$ cat src/rtl/core/bsc_pkg.sv
// Shared types, constants and helpers for the barometric compensation pipeline.
package bsc_pkg;

  localparam int RawW = 20;
  localparam int WordW = 32;
  localparam int CfgIdxW = 3;
  localparam int CfgDataW = 64;
  localparam int DivStages = 32;

  localparam logic [CfgIdxW-1:0] REG_T1 = 3'd0;
  localparam logic [CfgIdxW-1:0] REG_T2 = 3'd1;
  localparam logic [CfgIdxW-1:0] REG_T3 = 3'd2;
  localparam logic [CfgIdxW-1:0] REG_P1 = 3'd3;
  localparam logic [CfgIdxW-1:0] REG_P2_P5 = 3'd4;
  localparam logic [CfgIdxW-1:0] REG_P6_P9 = 3'd5;

  typedef struct packed {
    logic [15:0] t1;
    logic [15:0] t2;
    logic [15:0] t3;
    logic [15:0] p1;
    logic [63:0] p2_p5;
    logic [63:0] p6_p9;
  } cal_t;

  function automatic logic [31:0] sx16(input logic [15:0] v);
    sx16 = {{16{v[15]}}, v};
  endfunction

  function automatic logic [31:0] asr(input logic [31:0] x, input int n);
    asr = 32'($signed(x) >>> n);
  endfunction

endpackage

$ cat src/rtl/core/bsc_back.sv
// Final pressure correction stages after the division.
module bsc_back (
  input  logic          clk,
  input  logic          rst,
  input  logic          en,
  input  bsc_pkg::cal_t cal,
  input  logic          in_valid,
  input  logic [31:0]   quo,
  input  logic          big,
  input  logic          nz,
  input  logic [31:0]   temp_in,
  output logic          out_valid,
  output logic [31:0]   temp,
  output logic [31:0]   pres,
  output logic          pvalid
);
  import bsc_pkg::*;

  logic        v1q, v2q, v3q, v4q;
  logic [31:0] p1q, p2q, p3q, p4q, q2, m3a, m3b, t1q, t2q, t3q, t4q;
  logic        z1, z2, z3, z4;

  always_ff @(posedge clk) begin
    if (rst) begin
      v1q <= 1'b0; v2q <= 1'b0; v3q <= 1'b0; v4q <= 1'b0;
    end else if (en) begin
      v1q <= in_valid; v2q <= v1q; v3q <= v2q; v4q <= v3q;
    end
    if (en) begin
      p1q <= big ? {quo[30:0], 1'b0} : quo;
      z1  <= nz;
      t1q <= temp_in;
      q2  <= {3'd0, p1q[31:3]} * {3'd0, p1q[31:3]};
      p2q <= p1q; z2 <= z1; t2q <= t1q;
      m3a <= asr(sx16(cal.p6_p9[63:48]) * {13'd0, q2[31:13]}, 12);
      m3b <= asr({2'd0, p2q[31:2]} * sx16(cal.p6_p9[47:32]), 13);
      p3q <= p2q; z3 <= z2; t3q <= t2q;
      p4q <= z3 ? p3q + asr(m3a + m3b + sx16(cal.p6_p9[31:16]), 4) : 32'd0;
      z4  <= z3; t4q <= t3q;
    end
  end

  assign out_valid = v4q;
  assign temp = t4q;
  assign pres = p4q;
  assign pvalid = z4;
endmodule

$ cat config.mk
export PLATFORM = sky130hd
export DESIGN_NAME = bsc_back
export DESIGN_NICKNAME = d
export VERILOG_FILES = /design/src/rtl/core/bsc_pkg.sv /design/src/rtl/core/bsc_back.sv
export SDC_FILE = /design/constraint.sdc
export NUM_CORES = 2
export LEC_CHECK = 0
export ABC_AREA = 1
export BUFFER_PORTS_ARGS = -buffer_cell sky130_fd_sc_hd__buf_2
export CORE_UTILIZATION = 64
export CTS_CLUSTER_SIZE = 12
export DETAILED_ROUTE_END_ITERATION = 16
export GPL_TIMING_DRIVEN = 0
export PLACE_DENSITY = 0.89
export REMOVE_ABC_BUFFERS = 1
export SLEW_MARGIN = 5
export SYNTH_ARGS = -nofsm -noshare
export SYNTH_HDL_FRONTEND = slang
export SYNTH_SLANG_ARGS = --single-unit
$ cat constraint.sdc
create_clock -name clk -period 7.6 [get_ports clk]
set_clock_uncertainty 0.15 [all_clocks]
set_input_delay 0.76 -clock clk [delete_from_list [all_inputs] [get_ports clk]]
set_output_delay 0.76 -clock clk [all_outputs]
set_load 0.02 [all_outputs]
## Word level (Yosys, flattened, before mapping)

Index checks and enable logic that the tools add are counted.

| word-level totals | value |
|---|---|
| flip-flop bits (word level) | 335 |
| output and inout bits | 66 |

| cells by class | value |
|---|---|
| multiply operators | 3 |
| $add $sub $neg | 3 |
| multiplexer cells | 1 |

Operators by type and width:

| cell | count |
|---|---|
| 32-bit adder | 1 |
| 16-bit by 20-bit multiplier with 32-bit output | 1 |
| 29-bit by 29-bit multiplier with 32-bit output | 1 |
| 31-bit by 16-bit multiplier with 32-bit output | 1 |
| 32-bit two-way mux | 1 |
| 21-bit by 16-bit adder with 22-bit output | 1 |
| 20-bit by 19-bit adder with 21-bit output | 1 |

## Longest topological paths before layout

| logic depth | value |
|---|---|
| word-level depth | 3 |
| mapped depth | 31 |
| mapped depth without buffers | 29 |

## Least setup slack after synthesis

No wires, ideal clock.

| timing path | value |
|---|---|
| path kind | register to register |
| from | register p1q[13] |
| to | register q2[31] (data pin) |
| buffers on the path | 2 |
| slack | 0.778 ns |
| stages on the path, launching flop included | 28 |
| data arrival time | 6.419 ns |
| cell sequence | edfxtp_1 -> clkbuf_1 -> buf_1 -> nand2_1 -> fa_1 -> inv_1 -> fa_1 -> fa_1 -> inv_1 -> fa_1 -> fa_1 -> inv_1 -> fa_1 -> fa_1 -> inv_1 -> fa_1 -> inv_1 -> ha_1 -> inv_1 -> o21bai_1 -> nand3_1 -> nand2_1 -> a21oi_1 -> o21ai_0 -> a31oi_1 -> inv_1 -> nand3_1 -> nand2_1 |

| on the way | value |
|---|---|
| longest elaborated chain between the ends | 1 |

RTL lines:

| element | RTL line | RTL |
|---|---|---|
| from (decl) | bsc_back.sv:20 | `logic [31:0] p1q, p2q, p3q, p4q, q2, m3a, m3b, t1q, t2q, t3q, t4q;` |
| from (signal assigned) | bsc_back.sv:30 | `p1q <= big ? {quo[30:0], 1'b0} : quo;` |
| 29-bit by 29-bit multiplier with 32-bit output | bsc_back.sv:33 | `q2 <= {3'd0, p1q[31:3]} * {3'd0, p1q[31:3]};` |
| to (signal assigned) | bsc_back.sv:33 |  |
| to (decl) | bsc_back.sv:20 |  |

Every way passes these cells.
A chain may end at the register's enable or synchronous reset.

## Final worst setup path

| timing path | value |
|---|---|
| from | register p1q[10] |
| to | register q2[25] (data pin) |

Same word-level chain as after synthesis.

==> out/metrics.cfg <==
[status]
outcome = completed

[synth]
yosys_warnings = 0
synth_seq_cells = 322
synth_ff_type = edfxtp_1
syn_area_per_cell_sq_um = 8.72
synth_cell_type_count = 56
synthTopCellsByCount = 1680 x inv_1, 1353 x nand2_1, 923 x fa_1
yosysMostFrequentCell = inv_1
synth_area_leaders = fa_1 37%, edfxtp_1 19%, inv_1 13%
synth-async-reset-ratio_pct = 0
ys_seq_area_share_pct = 19.3
synth.top_cell.area_share_pct = 37.0
yosysTopAreaCell = fa_1
netlist_area_sq_um = 50000
syn-instance-count = 5731
synth_edf_count = 318

[place]
routabilityCongestion = 0.965
dp_hpwl_microns = 99200
place_area_sq_um = 51500
pre_cts_ws_ns = -0.944
port_buffers = 183

[timing]
rsz0062_at_grt = true
max_freq_mhz = 136
final-setup-viol-count = 0
slew_viol_final = 0
fin_crit_sh_pct = 96.8
tightest_slew_ns = 1.20
fin_crit_ns = 7.35
max-slew-margin-rel_pct = 20.3
setup_slack_ns = 0.247
hold_violations = 0

[setup_path]
rr_worst_depth = 27
startpoint = p1q[10]
start_kind = flop
r2r_end = q2[25]
crit_path_end = q2[25]
cp.arrival_ns = 7.53
cp-end-kind = flop
crit_required_ns = 7.78
crit_top_cell = fa_1
worstPathMaxFanout = 13
worst-setup-path-type = flop to flop
slowest_delay_ns = 0.54
cp_slowest_cell = fa_1
r2r_slack_ns = 0.25
r2r_start = p1q[10]

[clock_tree]
path_clk_slew_ns = 0.07
clock-sinks = 322
cts_tree = done
root_buffer = clkbuf_16
clk_path_buf_depth = 3
cts_max_level = 2
numCtsBuffers = 37
holdBufCountCts = 0
clkLatencyLatePin_ns = 0.59

[run]
maxCapViolations = 0

[grt]
grtUsageTotal_pct = 36.3
grt_pass1_wl_microns = 219000
grt_max_degree = 134
antenna_found_initial = 7
grt_pass1_vias = 42600
grt-ovfl-total = 0

[floorplanning]
die_area_sq_um = 79200
start_util_pct = 64.6
rows = 102
ios = 328
die_h_microns = 281
coreArea_sq_um = 77300
die_x_microns = 281

[route]
num_vias = 39500
first_pass_iters = 9
initialDrtViolationCount = 4202
wirelength_microns = 138000
drc = 0
via_per_inst = 5.70
detail-route-antenna-nets = 0
routedWlPerCell_microns = 19.9

[layout]
multi_input_area_sq_um = 33300
seq_area_sq_um = 9630
nFillCells = 5447
final_area_sq_um = 53700
area_delta_synth_final_pct = 7.44
nets = 7414
drive_gt1_share_pct = 6.89
fin_util_pct = 69.4

[worst_hold_path]
hp-class = input port to flop

## critical path, delay by kind of cell, from the launching register on
| kind | cells | cell delay (ns) |
|---|---|---|
| xor gates and xnor gates | 1 | 0.07 |
| AOI/OAI and AO/OA | 1 | 0.28 |
| adders and majority gates | 9 | 4.15 |
| buffers and inverters | 10 | 1.06 |
| and+or+nand+nor | 6 | 0.93 |
| DFF | 1 | 0.43 |
## worst min-delay path by stage
stage               cells past startpoint  slack (ns)        start  endpoint
finish                                  1        0.22  temp_in[29]   t1q[29]
detailed placement                      0        0.25      t1q[22]   t2q[22]
floorplan                               0        0.25       p1q[0]    p2q[0]
CTS                                     1        0.20  temp_in[29]   t1q[29]
global placement                        0        0.25      t3q[21]  temp[21]
global route                            1        0.21  temp_in[29]   t1q[29]
## kinds of logic (layout without fill, tap and decap cells)
family | after synthesis | after routing | synth area share (%)
other | 0 | 4 | 0
buffers and inverters | 1873 | 2033 | 14.2
AND/OR/NAND/NOR | 1736 | 1736 | 13.9
flip-flops | 322 | 322 | 19.3
multiplexers | 1 | 1 | 0.0225
AO/OA/AOI/OAI | 408 | 408 | 4.73
adder cells (fa/ha/maj) | 1288 | 1288 | 46.1
XOR/XNOR | 103 | 103 | 1.82
## state kept, by name (all words and copies together) (netlist names)
name	flops
z2	1
z1	1
temp	32
pvalid	1
t2q	32
t3q	32
p1q	32
v1q	1
out_valid	1
v2q	1
pres	32
p2q	32
p3q	32
q2	19
t1q	32
m3b	19
v3q	1
m3a	20
z3	1
## metrics by stage
stage | instances | TNS, ns | hold WS, ns
6_report | 6935 | 0 | 0.224
5_1_grt | 6932 | -0.0663 | 0.212
4_1_cts | 6923 | 0 | 0.204
3_5_place_dp | 6771 | -3.20 | 0.255
3_3_place_gp | 6767 | -2.06 | 0.250
2_1_floorplan | 5544 | 0 | 0.250
## what timing repair did
action / 4_1_cts / 5_1_grt
buffers inserted: 86 / 8
resized for setup: 1 / 12
setup endpoints to repair: 13 / 2
## layer usage
metal	vias up	GRT usage, %	share of wire [%]
met3	832	9.60	13
met5	-	0	0.025
li1	17100	-	-
met1	18900	43.7	34
met2	2688	58.1	46
met4	4	22.8	7.6
## layout by cell type (no fill, tap or decap), types with 10 or more instances in the layout
| cell | Yosys | routed |
|---|---|---|
| clkbuf_16 | 0 | 37 |
| o21ai_0 | 97 | 95 |
| clkbuf_1 | 147 | 13 |
| nand2_2 | 18 | 19 |
| buf_2 | 11 | 182 |
| nor3_1 | 26 | 26 |
| nand4_1 | 22 | 22 |
| fa_1 | 923 | 923 |
| xor2_1 | 64 | 64 |
| a31oi_1 | 14 | 13 |
| ha_1 | 365 | 364 |
| o21ai_1 | 8 | 10 |
| o21a_1 | 14 | 14 |
| buf_12 | 0 | 18 |
| or2_2 | 24 | 24 |
| edfxtp_1 | 318 | 318 |
| a21o_1 | 19 | 19 |
| nand3_1 | 85 | 85 |
| o21bai_1 | 20 | 20 |
| buf_4 | 11 | 64 |
| inv_1 | 1680 | 1680 |
| nor2_1 | 179 | 179 |
| buf_8 | 0 | 13 |
| a21oi_1 | 190 | 186 |
| nor4_1 | 10 | 10 |
| nand2_1 | 1353 | 1351 |
| xnor2_1 | 38 | 38 |
## final cells by class
| type | count | area share [%] |
|---|---|---|
| multi-input cells | 3536 | 62.0 |
| flip-flops and latches | 322 | 17.9 |
| inverters | 1686 | 11.8 |
| repair buffers | 281 | 3.80 |
| well taps | 1040 | 2.42 |
| clock buffers | 50 | 1.81 |
| clock inverters | 16 | 0.231 |
| diodes | 4 | 0.0186 |
Power is not shown: default switching activity piles up to over one toggle a cycle in this logic, so the estimate is an artifact.
